==> config.mk <==
export PLATFORM = sky130hd
export DESIGN_NAME = desf_front
export DESIGN_NICKNAME = d
export VERILOG_FILES = /design/src/sv/desf_pkg.sv /design/src/sv/desf_front.sv
export SDC_FILE = /design/constraint.sdc
export NUM_CORES = 1
export LEC_CHECK = 0
export ABC_AREA = 1
export BUFFER_PORTS_ARGS = -buffer_cell sky130_fd_sc_hd__buf_2
export CORE_MARGIN = 3
export CORE_UTILIZATION = 36
export DETAILED_ROUTE_END_ITERATION = 7
export GPL_TIMING_DRIVEN = 0
export PLACE_DENSITY = 0.54
export SLEW_MARGIN = 20
export SYNTH_ARGS = -nofsm -noshare
export SYNTH_HDL_FRONTEND = slang
export SYNTH_SLANG_ARGS = --single-unit
==> constraint.sdc <==
create_clock -name clock -period 4.5 [get_ports clock]
set_input_delay 0.45 -clock clock [delete_from_list [all_inputs] [get_ports clock]]
set_output_delay 0.45 -clock clock [all_outputs]
set_load 0.02 [all_outputs]
==> src/sv/desf_pkg.sv <==
// desf_pkg: shared types and constants for the damped edge spring force block.
// No dependencies.
package desf_pkg;

   localparam int MaxVertices = 1024;
   localparam int EdgeLimit   = (MaxVertices - 1 < 1023) ? MaxVertices - 1 : 1023;

   localparam logic CSR_STIFFNESS = 1'b0;
   localparam logic CSR_DAMPING   = 1'b1;

   localparam logic [31:0] STIFFNESS_RESET = 32'd65536;

   // edge job handed from front to back
   typedef struct packed {
      logic signed [33:0] e_x;
      logic signed [33:0] e_y;
      logic signed [33:0] e_z;
      logic signed [33:0] r_x;
      logic signed [33:0] r_y;
      logic signed [33:0] r_z;
      logic signed [33:0] d_x;
      logic signed [33:0] d_y;
      logic signed [33:0] d_z;
      logic [9:0]         idx;
   } edge_job_type;

   typedef struct packed {
      logic signed [31:0] force_x;
      logic signed [31:0] force_y;
      logic signed [31:0] force_z;
      logic [9:0]         edge_index;
      logic               saturated;
      logic               zero_length;
   } edge_rsp_type;

endpackage

==> src/sv/desf_front.sv <==
// desf_front: accepts vertices, keeps the previous one, emits edge jobs.
// Depends on desf_pkg.
module desf_front (
   input  logic                  clock,
   input  logic                  reset,
   input  logic                  in_valid,
   output logic                  in_ready,
   input  logic [287:0]          in_data,
   input  logic                  in_first,
   output logic                  job_valid,
   input  logic                  job_ready,
   output desf_pkg::edge_job_type job
);
   import desf_pkg::*;

   logic [95:0] prev_pos_ff, prev_pos_in;
   logic [95:0] prev_rest_ff, prev_rest_in;
   logic [95:0] prev_vel_ff, prev_vel_in;
   logic        have_prev_ff, have_prev_in;
   logic [9:0]  cnt_ff, cnt_in;
   logic        fire, is_first, drop;

   function automatic logic signed [33:0] sub32(input logic [31:0] a, input logic [31:0] b);
      sub32 = 34'(signed'(a)) - 34'(signed'(b));
   endfunction

   assign in_ready  = job_ready;
   assign fire      = in_valid && in_ready;
   assign is_first  = in_first || !have_prev_ff;
   assign drop      = 32'(cnt_ff) >= 32'(EdgeLimit);
   assign job_valid = fire && !is_first && !drop;

   always_comb begin
      job.e_x = sub32(in_data[31:0],    prev_pos_ff[31:0]);
      job.e_y = sub32(in_data[63:32],   prev_pos_ff[63:32]);
      job.e_z = sub32(in_data[95:64],   prev_pos_ff[95:64]);
      job.r_x = sub32(in_data[127:96],  prev_rest_ff[31:0]);
      job.r_y = sub32(in_data[159:128], prev_rest_ff[63:32]);
      job.r_z = sub32(in_data[191:160], prev_rest_ff[95:64]);
      job.d_x = sub32(in_data[223:192], prev_vel_ff[31:0]);
      job.d_y = sub32(in_data[255:224], prev_vel_ff[63:32]);
      job.d_z = sub32(in_data[287:256], prev_vel_ff[95:64]);
      job.idx = cnt_ff;
   end

   always_comb begin
      prev_pos_in  = prev_pos_ff;
      prev_rest_in = prev_rest_ff;
      prev_vel_in  = prev_vel_ff;
      have_prev_in = have_prev_ff;
      cnt_in       = cnt_ff;
      if (fire && (is_first || !drop)) begin
         prev_pos_in  = in_data[95:0];
         prev_rest_in = in_data[191:96];
         prev_vel_in  = in_data[287:192];
         have_prev_in = 1'b1;
         cnt_in       = is_first ? 10'd0 : cnt_ff + 10'd1;
      end
   end

   always_ff @(posedge clock) begin
      if (reset) begin
         prev_pos_ff  <= '0;
         prev_rest_ff <= '0;
         prev_vel_ff  <= '0;
         have_prev_ff <= 1'b0;
         cnt_ff       <= '0;
      end else begin
         prev_pos_ff  <= prev_pos_in;
         prev_rest_ff <= prev_rest_in;
         prev_vel_ff  <= prev_vel_in;
         have_prev_ff <= have_prev_in;
         cnt_ff       <= cnt_in;
      end
   end
endmodule

==> results_dict.tcl <==
set metrics [dict create \
    synth_top_family_by_area "simple AND/OR/NAND/NOR gates" \
    post-cts-setup-buffer-count 0 \
    setup_viol 0 \
    timing.slew.headroom 0.312 \
    clk_pin_slew_ns 0.07 \
    irDropWorstVdd_v 0.000250 \
    synth_mux_area_frac 0 \
    max_stage_delay_ns 0.40 \
    routedWlPerCell_um 14.5 \
    route.vias.total 37300 \
    report.final.hold_viol_count 0 \
    yosys.area_share.simple 0.415 \
    syn-num-nets 6961 \
    overflow 0 \
    fin_util 0.430 \
    worstSkewPairLatency_ns 0.58 \
    synth_seq_cells 299 \
    cts_hold_repair.buffers 0 \
    tightest_slew_ns 1.03 \
    synthesis.area_per_instance_sq_um 5.26 \
    power.switching_fraction 0.457 \
    netlist-cell-type-count 30 \
    path_max_fanout 3 \
    cp_slowest_cell "fa_1" \
    cts_made_buffers 41 \
    tritoncts "yes" \
    holdCritPathClass "in2reg" \
    antenna_violations_before_repair 43 \
    static_leakage_nw 25.1 \
    fp.dieW_um 311 \
    timing.final.max_slew_violations 0 \
    multi_input_comb_area_sq_um 21500 \
    io_buffer_count 609 \
    drtIter0Drc 1902 \
    critical_path_buf_inv_count 3 \
    final_net_count 7613 \
    regArea_sq_um 5990 \
    synth-xor-area-share 0.0353 \
    fin_tns_setup_ns 0 \
    ctsResizeCount 0 \
    power-per-cell-area_nw_per_um2 329 \
    critical_path_required_ns 4.05 \
    logic_pwr_share 0.505 \
    fp-row-count 111 \
    reg2reg_slack_ns 1.91 \
    internal-power_mw 7.06 \
    synth-warning-count 0 \
    dp_hpwl_mm 104 \
    grt_max_degree 13 \
    run_status "finished, final reports clean" \
    critical_path_arrival_ns 2.92 \
    netlist_area_sq_um 33500 \
    io_pins 611 \
    fp.dieArea_sq_um 96800 \
    sequential_cell_fraction_of_total_power 0.230 \
    setup_repair_after_global_routing_missed_its_margin "no" \
    critical_path_class "reg2out" \
    synth_compound_gate_area_share 0.0776 \
    total_switching_power_mw 5.95 \
    crit_path_start_kind "flop" \
    route.detailed.vias_per_inst 4.49 \
    die_h_um 311 \
    syn2layout_area_growth_pct 18.1 \
    layout.filler_cells 10600 \
    crit_family "simple AND/OR/NAND/NOR gates" \
    clock_power_share 0.264 \
    clock_tree.htree_level_count 2 \
    layout-drive-gt1-share 0.108 \
    cts_sinks 299 \
    final_min_period_over_clock_period 0.749 \
    initial_utilization 0.364 \
    crit_top_cell "nand2_1" \
    via_count_of_the_first_global_routing_pass 34600 \
    grt_use_total 0.240 \
    drt_drc_violations_left 0 \
    synth_sequential_area_ratio 0.179 \
    final_period_minus_worst_setup_slack_ns 3.37 \
    root_buffer "clkbuf_16" \
    globalplace.congestion 0.939 \
    antenna_violating_nets_post_route 0 \
    skew_ns 0.0205 \
    first_pass_grt_wire_length_mm 187 \
    final_wirelength_mm 121 \
    synthCells 6370 \
    max_clock_freq_mhz 297 \
    detailedRoute.firstPassIterationCount 6 \
    cap_violations 0 \
    crit_chain "ha_1 -> fa_1 -> inv_1 -> nand2_1 -> nand2_1 -> nand3_1 -> nand2_1 -> nand2_1 -> nand2_1 -> nand2_1 -> nand2_1 -> nand2_1 -> nand2_1 -> buf_4 -> buf_2" \
    critical_path.endpoint_type "output port" \
    yosys.area_share.adder 0.113 \
    core_sq_um 91900 \
    max-clock-path-buffers 3 \
]
==> area by class of cell <==
class | count | share of cell area
tap | 1243 | 0.0393
buffer | 111 | 0.0154
clock inverter | 22 | 0.00705
clock buffer | 52 | 0.0285
sequential | 299 | 0.151
multi-input combinational | 4518 | 0.543
antenna | 21 | 0.00133
timing repair buffer | 609 | 0.0770
inverter | 1442 | 0.137
==> worst min-delay path, delay by kind of cell <==
| family | cells | cell delay (ns) |
|---|---|---|
| and+or+nand+nor | 2 | 0.12 |
| buffers and inverters | 1 | 0.10 |
==> power by group through the flow <==
| stage | registers (mW) | clock network, mW | logic (mW) |
|---|---|---|---|
| global placement | 3.04 | 0 | 6.58 |
| CTS | 2.99 | 3.57 | 6.63 |
| floorplan | 3.02 | 0 | 4.45 |
| global route | 3.02 | 3.65 | 7.37 |
| detailed placement | 3.05 | 0 | 6.60 |
| finish | 2.99 | 3.44 | 6.58 |
==> metal layers <==
layer  GRT usage  vias up  routed length, um
li1            -    20200                  -
met1       0.297    16300              53900
met2       0.422      711              56500
met3      0.0551      157               7490
met4      0.0544       24               2620
met5           0        -                173
==> flip-flops by register name, summed over array words and instances (netlist names) <==
name,cells
have_prev_ff,1
cnt_ff,10
prev_vel_ff,96
prev_rest_ff,96
prev_pos_ff,96
==> logic make-up (layout without fill, tap and decap cells) <==
logic type               Yosys count  in the layout
flip-flops                       299            299
adder cells (fa/ha/maj)          298            298
AND/OR/NAND/NOR                 3577           3577
other                              0             21
AO/OA/AOI/OAI                    508            508
buffers and inverters           1553           2236
XOR/XNOR                         135            135
==> path summary, 6_finish.rpt <==
path | start | to | cells past startpoint
worst max register to register | cnt_ff[0]$_SDFFE_PP0P_ | prev_vel_ff[0]$_SDFFE_PP0P_ | 12
worst min-delay path | in_data[199] | prev_vel_ff[7]$_SDFFE_PP0P_ | 3
worst min register to register | have_prev_ff$_SDFFE_PP0P_ | have_prev_ff$_SDFFE_PP0P_ | 2
worst max-delay path | prev_vel_ff[32]$_SDFFE_PP0P_ | job[77] | 15
==> placed cells by master, fill, tap and decap left out, types with 5 or more instances in the layout <==
master        n
nor3_1       18
bufinv_16     5
nand2_1    2310
clkbuf_8      6
or2_2        10
xor2_1      117
diode_2      21
inv_1      1440
and2_1       18
dfxtp_1     299
clkbuf_16    41
a21oi_1     194
buf_4        19
a21o_1        9
clkinv_2      9
nand3_1     223
fa_1          9
nand4_1      36
nor2_1      956
clkbuf_1     49
buf_2       646
xnor2_1      18
buf_6        10
ha_1        289
o21bai_1     10
o21ai_0      84
o21ai_1     210
==> synth_stat cells <==
| cell | instances | area share |
|---|---|---|
| fa_1 | 9 | 0.0054 |
| xnor2_1 | 18 | 0.0047 |
| buf_6 | 10 | 0.0034 |
| or2_2 | 10 | 0.0019 |
| buf_2 | 37 | 0.0055 |
| inv_2 | 1 | 0.00011 |
| clkbuf_1 | 44 | 0.0049 |
| o21ai_1 | 210 | 0.031 |
| nand2_1 | 2310 | 0.26 |
| nor3_1 | 18 | 0.0027 |
| inv_1 | 1440 | 0.16 |
| a21oi_1 | 194 | 0.029 |
| o21ai_0 | 84 | 0.013 |
| ha_1 | 289 | 0.11 |
| nand2_2 | 3 | 0.00056 |
| nand3b_1 | 1 | 0.00022 |
| buf_4 | 19 | 0.0043 |
| nand3_1 | 223 | 0.033 |
| o21ai_4 | 1 | 0.00049 |
| nor2_1 | 956 | 0.11 |
| buf_1 | 1 | 0.00011 |
| and2_1 | 18 | 0.0034 |
| nand4_1 | 36 | 0.0067 |
| nand3_2 | 1 | 0.00030 |
| dfxtp_1 | 299 | 0.18 |
| xor2_1 | 117 | 0.031 |
| a21o_1 | 9 | 0.0020 |
| clkinv_1 | 1 | 0.00011 |
| nor2_4 | 1 | 0.00034 |
| o21bai_1 | 10 | 0.0022 |
==> through the flow <==
stage	hold WS [ns]	area, sq um	power [mW]	setup WS, ns	cells
floorplan	0.428	33500	7.47	1.96	6370
global placement	0.435	38100	9.62	1.40	8222
detailed placement	0.444	38100	9.64	1.40	8222
CTS	0.0501	39500	13.2	1.07	8296
global route	0.0840	39500	14.0	0.954	8305
finish	0.104	39600	13.0	1.13	8317
Power figures use the tool's default switching activity.
