<file path="src/sv/desf_pkg.sv">
// desf_pkg: shared types and constants for the damped edge spring force block.
// No dependencies.
package desf_pkg;

   localparam int MaxVertices = 1024;
   localparam int EdgeLimit   = (MaxVertices - 1 < 1023) ? MaxVertices - 1 : 1023;

   localparam logic CSR_STIFFNESS = 1'b0;
   localparam logic CSR_DAMPING   = 1'b1;

   localparam logic [31:0] STIFFNESS_RESET = 32'd65536;

   // edge job handed from front to back
   typedef struct packed {
      logic signed [33:0] e_x;
      logic signed [33:0] e_y;
      logic signed [33:0] e_z;
      logic signed [33:0] r_x;
      logic signed [33:0] r_y;
      logic signed [33:0] r_z;
      logic signed [33:0] d_x;
      logic signed [33:0] d_y;
      logic signed [33:0] d_z;
      logic [9:0]         idx;
   } edge_job_type;

   typedef struct packed {
      logic signed [31:0] force_x;
      logic signed [31:0] force_y;
      logic signed [31:0] force_z;
      logic [9:0]         edge_index;
      logic               saturated;
      logic               zero_length;
   } edge_rsp_type;

endpackage

</file>
<file path="src/sv/desf_queue.sv">
// desf_queue: two-entry queue of edge jobs between front and back.
// Depends on desf_pkg.
module desf_queue (
   input  logic                  clock,
   input  logic                  reset,
   input  logic                  wr_valid,
   output logic                  wr_ready,
   input  desf_pkg::edge_job_type wr_job,
   output logic                  rd_valid,
   input  logic                  rd_ready,
   output desf_pkg::edge_job_type rd_job
);
   import desf_pkg::*;

   edge_job_type mem_ff [2];
   logic       wp_ff, rp_ff;
   logic [1:0] cnt_ff;
   logic       do_wr, do_rd;

   assign wr_ready = cnt_ff != 2'd2;
   assign rd_valid = cnt_ff != 2'd0;
   assign rd_job   = mem_ff[rp_ff];
   assign do_wr    = wr_valid && wr_ready;
   assign do_rd    = rd_valid && rd_ready;

   always_ff @(posedge clock) begin
      if (do_wr) mem_ff[wp_ff] <= wr_job;
   end

   always_ff @(posedge clock) begin
      if (reset) begin
         wp_ff  <= 1'b0;
         rp_ff  <= 1'b0;
         cnt_ff <= '0;
      end else begin
         if (do_wr) wp_ff <= ~wp_ff;
         if (do_rd) rp_ff <= ~rp_ff;
         cnt_ff <= cnt_ff + 2'(do_wr) - 2'(do_rd);
      end
   end
endmodule

</file>
<file path="config.mk">
export PLATFORM = sky130hd
export DESIGN_NAME = desf_queue
export DESIGN_NICKNAME = d
export VERILOG_FILES = /design/src/sv/desf_pkg.sv /design/src/sv/desf_queue.sv
export SDC_FILE = /design/constraint.sdc
export NUM_CORES = 1
export LEC_CHECK = 0
export ABC_AREA = 1
export BUFFER_PORTS_ARGS = -buffer_cell sky130_fd_sc_hd__clkbuf_2
export CAP_MARGIN = 40
export CORE_ASPECT_RATIO = 0.7
export CORE_MARGIN = 10
export CORE_UTILIZATION = 43
export DETAILED_ROUTE_END_ITERATION = 10
export GPL_TIMING_DRIVEN = 0
export HOLD_SLACK_MARGIN = 0.03
export PLACE_DENSITY = 0.72
export SYNTH_ARGS = -nofsm -noshare
export SYNTH_HDL_FRONTEND = slang
export SYNTH_SLANG_ARGS = --single-unit
export TNS_END_PERCENT = 50
</file>
<file path="constraint.sdc">
create_clock -name clock -period 21.4 [get_ports clock]
set_clock_uncertainty 0.1 [all_clocks]
set_input_delay 5.35 -clock clock [delete_from_list [all_inputs] [get_ports clock]]
set_output_delay 5.35 -clock clock [all_outputs]
set_load 0.005 [all_outputs]
</file>
==> impl_table.tex, run 1 <==
\begin{tabular}{lr}
\hline
Metric & Value \\
\hline
\multicolumn{2}{l}{\textbf{Final layout}} \\
\quad Total number of nets in the final design & 2054 \\
\quad Layout cell share with drive strength beyond 1 & 0.610 \\
\quad Final Non-Filler Cells & 2528 \\
\quad Layout Utilization & 0.549 \\
\quad Synthesis-to-finish area growth & 26.3\% \\
\multicolumn{2}{l}{\textbf{Global route}} \\
\quad Pin count of the biggest net entering global routing & 120 \\
\quad Global-route congestion overflow total & 0 \\
\quad Total routing usage reported by global routing & 0.163 \\
\quad Vias in the first global route & 12974 \\
\quad Antenna violations before repair & 12 \\
\quad Global-route wire length before repair & 81400 um \\
\multicolumn{2}{l}{\textbf{Routing}} \\
\quad Violation count after the first detailed-routing iteration & 680 \\
\quad Detailed-routing iteration count for the pre-antenna-repair pass & 4 \\
\quad Number of antenna-violating nets in the routed design & 0 \\
\quad DRC viols & 0 \\
\quad Post-detailed-route wirelength per cell & 22.4 um \\
\quad Vias & 12171 \\
\quad Drt total wl & 56700 um \\
\quad Routed vias/inst & 4.81 \\
\multicolumn{2}{l}{\textbf{Min path}} \\
\quad Kind of path behind the tightest hold check & flop to flop \\
\quad Startpoint of the tightest hold check path & rp\_ff \\
\multicolumn{2}{l}{\textbf{Synth}} \\
\quad Netlist Area Pre-Place & 0.0240 mm\^{}2 \\
\quad Synthesized area per cell & 23.6 um\^{}2 \\
\quad Number of nets produced by synthesis & 1342 \\
\quad Seq cells post-synth & 637 \\
\quad Leading post-synthesis cells by instance count & 632 x edfxtp\_1, 240 x mux2\_4, 76 x mux2\_2 \\
\quad Number of distinct library cells after synthesis & 12 \\
\quad Synth Warn \# & 0 \\
\quad Ys flop type & edfxtp\_1 \\
\quad Proportion of register bits with asynchronous set or reset after synthesis & 0 \\
\quad Library cell with the largest summed area after synthesis & edfxtp\_1 \\
\quad Number of flops mapped to enable cells by yosys & 632 \\
\quad Cell count after synthesis & 1020 \\
\quad Most frequently used cell type in the post-synthesis netlist & edfxtp\_1 \\
\quad Portion of synthesized cell area occupied by the leading cell type & 0.790 \\
\quad Sequential share of the synthesized area & 0.794 \\
\quad Top post-synthesis cells by area & edfxtp\_1 79\%, mux2\_4 15\%, mux2\_2 3.6\% \\
\multicolumn{2}{l}{\textbf{Clock tree}} \\
\quad Number of clock sinks & 637 \\
\quad Max Buffers Root-to-Sink & 3 \\
\quad Deepest level of the CTS H-tree & 2 \\
\quad Hold-fix buffers at CTS & 0 \\
\quad Clock slew at the register clock pins of the worst setup and hold paths & 0.07 ns \\
\quad Number of instances resized during post-cts repair & 0 \\
\quad Number of buffers created by CTS & 59 \\
\quad Buffers inserted during post-CTS setup optimization & 0 \\
\quad CTS tree & built \\
\quad Root buf cell & clkbuf\_16 \\
\quad Clk Latency, worst-skew pair & 0.59 ns \\
\multicolumn{2}{l}{\textbf{Timing}} \\
\quad Fmax & 0.133 GHz \\
\quad Max-slew headroom at the worst pin & 0.474 \\
\quad Setup violations, final & 0 \\
\quad Final Slew Violations & 0 \\
\quad Slew of the pin with the lowest slew margin & 0.788 ns \\
\quad Final critical-path setup slack & 13.91 ns \\
\quad Hold slack & 0.421 ns \\
\quad RSZ-0062 raised after global routing & no \\
\quad Period minus WS final & 7.49 ns \\
\quad Tcrit/Tclk final & 0.350 \\
\quad Final hold vios & 0 \\
\multicolumn{2}{l}{\textbf{Placed design}} \\
\quad DP HPWL & 42200 um \\
\quad Post-placement setup slack & 13.32 ns \\
\quad Cell Count Post-Placement & 2411 \\
\quad Final RePlAce weighted congestion & 0.773 \\
\quad PortBufs & 637 \\
\multicolumn{2}{l}{\textbf{Setup path}} \\
\quad Crit end category & primary output \\
\quad Cells along the critical path & buf\_6 > buf\_6 > buf\_6 > mux2\_4 > clkbuf\_2 \\
\quad Worst reg2reg startpoint & cnt\_ff[0] \\
\quad Crit path max-delay family & buffers and inverters \\
\quad Data required time of the worst path & 15.95 ns \\
\quad Data arrival at the endpoint of the critical path & 2.04 ns \\
\quad Delay contributed by the slowest stage of the critical path & 0.34 ns \\
\quad Crit path kind & flop to primary output \\
\quad CP most frequent cell & buf\_6 \\
\quad Crit path launch type & flop \\
\quad Critical path buffers and inverters & 4 \\
\quad Worst-path fanout max & 10 \\
\quad Crit path max-delay cell type & mux2\_4 \\
\multicolumn{2}{l}{\textbf{Run status}} \\
\quad Run status & finished, final reports clean \\
\multicolumn{2}{l}{\textbf{Pwr}} \\
\quad IR Drop Worst-Case VDD & 0.0798 mV \\
\quad Standby leakage power & 12.0 nW \\
\quad Cell Pwr Density & 115 mW/mm\^{}2 \\
\multicolumn{2}{l}{\textbf{Floorplanning}} \\
\quad Die Wd & 303 um \\
\quad Height of the chip & 218 um \\
\quad Number of primary I/O pins & 638 \\
\quad FP Rows & 72 \\
\quad Die ar. & 0.0659 mm\^{}2 \\
\quad Area inside the core boundary & 0.0553 mm\^{}2 \\
\quad Initial core utilization & 0.434 \\
\multicolumn{2}{l}{\textbf{Run}} \\
\quad Max-cap violations & 0 \\
\hline
\end{tabular}
worst min-delay path: stages, from the launching register on:
cell and delay, ns:
dfxtp_1 0.34, nor2_1 0.06, nor2_1 0.09
state kept, by name, summed over array words and instances (netlist names), named ones only:
signal	cells
rp_ff	1
mem_ff	632
wp_ff	1
cnt_ff	2
layer usage:
metal	global-route usage	routed length (um)	vias up
met5	0	34	-
met4	0.0498	1190	6
met3	0.0584	5330	83
met2	0.300	30700	420
met1	0.172	19400	6151
li1	-	-	5511
final timing paths:
| check | cells after the start | end | slack (ns) |
|---|---|---|---|
| max | 5 | rd_job[110] | 13.91 |
| min | 2 | flop | 0.42 |
| max reg2reg | 10 | mem_ff[0][242] | 18.25 |
| min reg2reg | 2 | flop | 0.42 |
logic make-up after synthesis:
group                      share of synthesized area
and+or+nand+nor                              0.00328
muxes                                          0.186
adders and majority gates                    0.00104
DFF                                            0.794
AOI/OAI and AO/OA                           0.000417
buffers and inverters                         0.0158
cells in the final DEF (no fill, tap or decap), types with 9 or more instances in the layout:
| cell type | count |
|---|---|
| clkinv_2 | 13 |
| buf_6 | 28 |
| clkinv_1 | 14 |
| mux2_4 | 240 |
| clkbuf_1 | 14 |
| clkbuf_2 | 637 |
| clkbuf_16 | 61 |
| buf_12 | 9 |
| mux2_2 | 76 |
| edfxtp_1 | 632 |
layout make-up:
| type | count | area (um^2) |
|---|---|---|
| Sequential cell | 637 | 19100 |
| Clock buffer | 75 | 1580 |
| Multi-Input combinational cell | 340 | 4580 |
| Inverter | 8 | 37.5 |
| Timing Repair Buffer | 651 | 3510 |
| Buffer | 35 | 350 |
| Clock inverter | 34 | 264 |
| Antenna cell | 8 | 20.0 |
| Fill cell | 4271 | 25000 |
| Tap cell | 740 | 926 |
stage by stage:
stage | total power [mW] | setup TNS (ns) | instance area [um^2]
3_3_place_gp | 2.62 | -1741.74 | 28100
5_1_grt | 3.65 | 0 | 30300
3_5_place_dp | 2.54 | 0 | 28500
6_report | 3.50 | 0 | 30300
2_1_floorplan | 2.22 | 0 | 24000
4_1_cts | 3.55 | 0 | 30300
where the power goes:
part	leakage, nW	switching (mW)	internal [mW]	total [mW]
logic	5.10	0.424	0.454	0.877
registers	5.94	0.0395	1.58	1.62
clock network	0.911	0.440	0.568	1.01
Power figures use the tool's default switching activity.
==> inputs of run 2 (changes only) <==
--- a/config.mk
+++ b/config.mk
@@ -14,7 +14,7 @@
 export DETAILED_ROUTE_END_ITERATION = 10
 export GPL_TIMING_DRIVEN = 0
 export HOLD_SLACK_MARGIN = 0.03
-export PLACE_DENSITY = 0.72
+export PLACE_DENSITY = 0.75
 export SYNTH_ARGS = -nofsm -noshare
 export SYNTH_HDL_FRONTEND = slang
 export SYNTH_SLANG_ARGS = --single-unit
==> constraint.sdc (replaced) <==
create_clock -name clock -period 6.05 [get_ports clock]
set_clock_uncertainty 0.1 [all_clocks]
set_input_delay 1.5125 -clock clock [delete_from_list [all_inputs] [get_ports clock]]
set_output_delay 1.5125 -clock clock [all_outputs]
set_load 0.005 [all_outputs]
==> impl_table.tex, run 2 (synthesis results as in run 1) <==
\begin{tabular}{lr}
\hline
Metric & Value \\
\hline
\multicolumn{2}{l}{\textbf{Routing}} \\
\quad Vias & 12127 \\
\quad Post-detailed-route wirelength per cell & 22.4 um \\
\quad Number of antenna-violating nets in the routed design & 0 \\
\quad Routed vias/inst & 4.80 \\
\quad Drt total wl & 56700 um \\
\quad Detailed-routing iteration count for the pre-antenna-repair pass & 5 \\
\quad Violation count after the first detailed-routing iteration & 678 \\
\quad DRC viols & 0 \\
\multicolumn{2}{l}{\textbf{Floorplanning}} \\
\quad Initial core utilization & 0.434 \\
\quad Height of the chip & 218 um \\
\quad Area inside the core boundary & 0.0553 mm\^{}2 \\
\quad Die Wd & 303 um \\
\quad Number of primary I/O pins & 638 \\
\quad FP Rows & 72 \\
\quad Die ar. & 0.0659 mm\^{}2 \\
\multicolumn{2}{l}{\textbf{Final layout}} \\
\quad Register with the highest flop count & mem\_ff \\
\quad Layout cell share with drive strength beyond 1 & 0.614 \\
\quad Most common library cell in the layout ignoring fill and taps & clkbuf\_2 \\
\quad Flip-flop count of the largest register, all copies and words added & 632 \\
\quad Commonest cells after routing, fill and taps aside & 637 x clkbuf\_2, 632 x edfxtp\_1, 240 x mux2\_4 \\
\quad Synthesis-to-finish area growth & 27.2\% \\
\quad Regs by FF count & mem\_ff x632, cnt\_ff x2 \\
\quad FILL cells & 4202 \\
\quad Area of the multi-input gates & 0.00461 mm\^{}2 \\
\quad Sequential Area & 0.0191 mm\^{}2 \\
\quad Total number of nets in the final design & 2060 \\
\quad Final Non-Filler Cells & 2527 \\
\multicolumn{2}{l}{\textbf{Run}} \\
\quad Max-cap violations & 0 \\
\multicolumn{2}{l}{\textbf{Clock tree}} \\
\quad Hold-fix buffers at CTS & 0 \\
\quad Number of clock sinks & 637 \\
\quad Max Buffers Root-to-Sink & 3 \\
\quad Number of buffers created by CTS & 58 \\
\quad Buffers inserted during post-CTS setup optimization & 0 \\
\quad Number of instances resized during post-cts repair & 0 \\
\quad Clock slew at the register clock pins of the worst setup and hold paths & 0.06 ns \\
\quad Clk Latency, worst-skew pair & 0.59 ns \\
\quad Root buf cell & clkbuf\_16 \\
\quad Deepest level of the CTS H-tree & 2 \\
\quad CTS tree & built \\
\multicolumn{2}{l}{\textbf{Setup path}} \\
\quad Data required time of the worst path & 4.44 ns \\
\quad Crit path kind & flop to primary output \\
\quad Data arrival at the endpoint of the critical path & 2.05 ns \\
\quad Crit end category & primary output \\
\quad Worst reg2reg startpoint & cnt\_ff[0] \\
\quad Crit path launch type & flop \\
\quad Worst-path fanout max & 10 \\
\multicolumn{2}{l}{\textbf{Timing}} \\
\quad Period minus WS final & 3.66 ns \\
\quad Fmax & 0.273 GHz \\
\quad Sum of negative setup slack & 0 ns \\
\quad RSZ-0062 raised after global routing & no \\
\quad Final Slew Violations & 0 \\
\quad Setup violations, final & 0 \\
\quad Slew of the pin with the lowest slew margin & 0.807 ns \\
\quad Tcrit/Tclk final & 0.605 \\
\quad Final hold vios & 0 \\
\quad Max-slew headroom at the worst pin & 0.461 \\
\multicolumn{2}{l}{\textbf{Pwr}} \\
\quad Standby leakage power & 12.0 nW \\
\quad IR Drop Worst-Case VDD & 0.342 mV \\
\quad Cell Pwr Density & 411 mW/mm\^{}2 \\
\quad Total Power & 12.6 mW \\
\multicolumn{2}{l}{\textbf{Global route}} \\
\quad Global-route congestion overflow total & 0 \\
\quad Pin count of the biggest net entering global routing & 38 \\
\quad Global-route wire length before repair & 82000 um \\
\quad Antenna violations before repair & 8 \\
\quad Total routing usage reported by global routing & 0.164 \\
\quad Vias in the first global route & 13214 \\
\multicolumn{2}{l}{\textbf{Min path}} \\
\quad Kind of path behind the tightest hold check & flop to flop \\
\quad Startpoint of the tightest hold check path & rp\_ff \\
\multicolumn{2}{l}{\textbf{Placed design}} \\
\quad DP HPWL & 42900 um \\
\quad Final RePlAce weighted congestion & 0.785 \\
\quad PortBufs & 637 \\
\quad Cell Count Post-Placement & 2418 \\
\multicolumn{2}{l}{\textbf{Run status}} \\
\quad Run status & finished, final reports clean \\
\hline
\end{tabular}
## run 2: cell types whose count changed in the layout (fill, tap and decap cells not counted), moves of 2 or more
cell / before / now
inv_6: 3 / 1
clkinv_2: 13 / 5
clkinv_1: 14 / 11
clkbuf_1: 14 / 12
clkinvlp_4: 0 / 6
diode_2: 8 / 4
buf_16: 5 / 3
clkinv_4: 0 / 2
bufinv_16: 4 / 7
buf_12: 9 / 18
## run 2: worst paths after layout
| kind | to | slack, ns | cells after the start |
|---|---|---|---|
| max | rd_job[150] | 2.39 | 5 |
| min | rp_ff | 0.48 | 2 |
| max reg2reg | mem_ff[1][122] | 2.84 | 9 |
| min reg2reg | rp_ff | 0.48 | 2 |
## run 2: per-stage QoR
| stage | worst slack (ns) | cell area [um^2] | util | hold slack, ns |
|---|---|---|---|---|
| final | 2.39 | 30600 | 0.553 | 0.476 |
| after global routing | 2.24 | 30600 | 0.552 | 0.493 |
| after floorplan | -0.757 | 24100 | - | 0.367 |
| after detailed placement | 1.81 | 28600 | 0.518 | 0.448 |
| after global placement | -3.58 | 28200 | 0.510 | 0.385 |
| after CTS | 2.28 | 30600 | 0.552 | 0.479 |
## run 2: cell type report
cell class,count,area share
Multi-Input combinational cell,340,0.151
Antenna cell,4,0.000328
Sequential cell,637,0.624
Tap cell,740,0.0303
Buffer,35,0.0115
Inverter,8,0.00111
Clock buffer,73,0.0514
Clock inverter,32,0.0115
Timing Repair Buffer,658,0.119
## run 2: per-layer routing
layer / part of all wire / routed length, um / global-route usage / vias to the layer above
met5: 0.00042 / 24 / 0 / -
met4: 0.022 / 1230 / 0.0474 / 4
met3: 0.10 / 5940 / 0.0648 / 82
met2: 0.53 / 30300 / 0.300 / 470
met1: 0.34 / 19200 / 0.172 / 6057
li1: - / - / - / 5514
## run 2: critical path: stages, from the launching register on
cell      delay (ns)
dfxtp_1         0.32
buf_6           0.18
buf_6           0.21
buf_6           0.24
mux2_4          0.32
clkbuf_2        0.15
## run 2: report_power, final
group | total (mW) | internal [mW] | switching (mW) | leakage, nW
registers | 5.71 | 5.57 | 0.142 | 5.94
logic | 3.15 | 1.63 | 1.52 | 5.14
clock network | 3.69 | 2.14 | 1.55 | 0.921
==> inputs of run 3 (changes only) <==
==> constraint.sdc (replaced) <==
create_clock -name clock -period 3.2 [get_ports clock]
set_clock_uncertainty 0.1 [all_clocks]
set_input_delay 0.8 -clock clock [delete_from_list [all_inputs] [get_ports clock]]
set_output_delay 0.8 -clock clock [all_outputs]
set_load 0.005 [all_outputs]
==> impl_table.tex, run 3 (synthesis results as in run 1) <==
\begin{tabular}{lr}
\hline
Metric & Value \\
\hline
\multicolumn{2}{l}{\textbf{Final layout}} \\
\quad Register with the highest flop count & mem\_ff \\
\quad Layout cell share with drive strength beyond 1 & 0.615 \\
\quad Most common library cell in the layout ignoring fill and taps & clkbuf\_2 \\
\quad Final design area excluding fillers & 0.0306 mm\^{}2 \\
\quad Synthesis-to-finish area growth & 27.3\% \\
\quad Total number of nets in the final design & 2066 \\
\quad Regs by FF count & mem\_ff x632, cnt\_ff x2 \\
\quad Commonest cells after routing, fill and taps aside & 637 x clkbuf\_2, 632 x edfxtp\_1, 240 x mux2\_4 \\
\quad Flip-flop count of the largest register, all copies and words added & 632 \\
\quad Final Non-Filler Cells & 2533 \\
\multicolumn{2}{l}{\textbf{Setup path}} \\
\quad Path depth of the worst reg2reg path & 9 \\
\quad Crit path launch type & flop \\
\quad Register-to-register setup slack & 0.48 ns \\
\quad Crit end category & primary output \\
\quad Crit path kind & flop to primary output \\
\quad Worst reg2reg endpoint & mem\_ff[1][77] \\
\quad Worst reg2reg startpoint & cnt\_ff[0] \\
\quad Data arrival at the endpoint of the critical path & 2.05 ns \\
\quad Worst-path fanout max & 10 \\
\quad Data required time of the worst path & 2.30 ns \\
\multicolumn{2}{l}{\textbf{Min path}} \\
\quad Kind of path behind the tightest hold check & primary input to flop \\
\quad Hold endpoint & cnt\_ff[0] \\
\quad Startpoint of the tightest hold check path & reset \\
\quad WHS Path Cells & 2 \\
\multicolumn{2}{l}{\textbf{Run status}} \\
\quad Run status & finished, final reports clean \\
\multicolumn{2}{l}{\textbf{Floorplanning}} \\
\quad FP Rows & 72 \\
\quad Height of the chip & 218 um \\
\quad Die ar. & 0.0659 mm\^{}2 \\
\quad Die Wd & 303 um \\
\quad Number of primary I/O pins & 638 \\
\quad Initial core utilization & 0.434 \\
\quad Area inside the core boundary & 0.0553 mm\^{}2 \\
\multicolumn{2}{l}{\textbf{Timing}} \\
\quad Final critical-path setup slack & 0.251 ns \\
\quad Tcrit/Tclk final & 0.922 \\
\quad Final hold vios & 0 \\
\quad Sum of negative setup slack & 0 ns \\
\quad Fmax & 0.339 GHz \\
\quad Setup violations, final & 0 \\
\quad Slew of the pin with the lowest slew margin & 0.733 ns \\
\quad Max-slew headroom at the worst pin & 0.508 \\
\quad Period minus WS final & 2.95 ns \\
\quad RSZ-0062 raised after global routing & no \\
\quad Final Slew Violations & 0 \\
\multicolumn{2}{l}{\textbf{Global route}} \\
\quad Total routing usage reported by global routing & 0.165 \\
\quad Vias in the first global route & 13213 \\
\quad Global-route congestion overflow total & 0 \\
\quad Antenna violations before repair & 8 \\
\quad Pin count of the biggest net entering global routing & 38 \\
\quad Global-route wire length before repair & 82200 um \\
\multicolumn{2}{l}{\textbf{Pwr}} \\
\quad Net switching power & 6.08 mW \\
\quad Fraction of power spent switching nets & 0.256 \\
\quad Standby leakage power & 12.0 nW \\
\quad IR Drop Worst-Case VDD & 0.647 mV \\
\quad Cell Pwr Density & 776 mW/mm\^{}2 \\
\quad Fraction of power consumed by sequential logic & 0.455 \\
\quad Relative contribution of combinational cells to total power & 0.252 \\
\quad Internal power & 17.7 mW \\
\quad Clock power frac & 0.293 \\
\multicolumn{2}{l}{\textbf{Routing}} \\
\quad Routed vias/inst & 4.80 \\
\quad Post-detailed-route wirelength per cell & 22.5 um \\
\quad DRC viols & 0 \\
\quad Drt total wl & 57100 um \\
\quad Violation count after the first detailed-routing iteration & 683 \\
\quad Detailed-routing iteration count for the pre-antenna-repair pass & 4 \\
\quad Vias & 12157 \\
\quad Number of antenna-violating nets in the routed design & 0 \\
\multicolumn{2}{l}{\textbf{Placed design}} \\
\quad Post-placement setup slack & -0.330 ns \\
\quad Final RePlAce weighted congestion & 0.785 \\
\quad PortBufs & 637 \\
\quad DP HPWL & 42900 um \\
\quad Cell Count Post-Placement & 2418 \\
\quad Placed Area & 0.0286 mm\^{}2 \\
\multicolumn{2}{l}{\textbf{Clock tree}} \\
\quad Number of clock sinks & 637 \\
\quad Hold-fix buffers at CTS & 0 \\
\quad CTS tree & built \\
\quad Number of buffers created by CTS & 58 \\
\quad Root buf cell & clkbuf\_16 \\
\quad Clk Latency, worst-skew pair & 0.59 ns \\
\quad Deepest level of the CTS H-tree & 2 \\
\quad Max Buffers Root-to-Sink & 3 \\
\quad Clock slew at the register clock pins of the worst setup and hold paths & 0.07 ns \\
\multicolumn{2}{l}{\textbf{Run}} \\
\quad Max-cap violations & 0 \\
\hline
\end{tabular}
==> run 3: stage by stage <==
step | total power, mW | hold WS [ns] | util
3_3_place_gp | 17.0 | 0.385 | 0.510
4_1_cts | 24.1 | 0.222 | 0.552
2_1_floorplan | 14.5 | 0.367 | -
6_report | 23.8 | 0.273 | 0.553
3_5_place_dp | 17.1 | 0.448 | 0.518
5_1_grt | 24.8 | 0.240 | 0.553
==> run 3: critical path, cell delays in order, from the launching register on <==
cell	delay (ns)
dfxtp_1	0.32
buf_6	0.18
buf_6	0.21
buf_6	0.24
mux2_4	0.31
clkbuf_2	0.17
==> run 3: area by class of cell <==
type	instances	area [um^2]
Fill cell	4198	24700
Sequential cell	637	19100
Multi-Input combinational cell	340	4610
Timing Repair Buffer	663	3670
Clock buffer	73	1570
Tap cell	740	926
Clock inverter	32	352
Buffer	35	350
Inverter	8	33.8
Antenna cell	4	10.0
Timing Repair inverter	1	5.00
==> run 3: power groups by stage <==
stage | Sequential (mW) | Combinational [mW] | Clock (mW)
floorplan | 11.1 | 3.40 | 0
global placement | 11.3 | 5.70 | 0
detailed placement | 11.0 | 6.07 | 0
CTS | 10.8 | 6.11 | 7.16
global route | 10.9 | 6.41 | 7.47
finish | 10.8 | 5.98 | 6.97
==> run 3: timing repair <==
item / CTS / global route
buffers inserted: 0 / 5
cloned: 1 / 0
gates resized for setup: 0 / 0
pin swaps: 0 / 1
endpoints found under the setup margin: 31 / 52
==> run 3: metal layers <==
layer  vias up  share of wire  wire, um  GRT usage
met5         -        0.00042        24          0
met4         4          0.021      1200     0.0457
met3        84           0.10      5810     0.0648
met2       457           0.53     30500      0.302
met1      6083           0.34     19500      0.173
li1       5529              -         -          -
==> run 3: how the worst max path moves through the flow <==
stage / start / end / slack [ns] / depth (start not counted)
floorplan: wr_valid / mem_ff[1][0] / -2.89 / 2
global placement: wr_valid / mem_ff[1][76] / -5.71 / 3
detailed placement: wr_valid / mem_ff[1][82] / -0.33 / 8
CTS: cnt_ff[0] / mem_ff[0][134] / 0.08 / 10
finish: flop / rd_job[154] / 0.25 / 5
global route: flop / rd_job[148] / 0.10 / 5
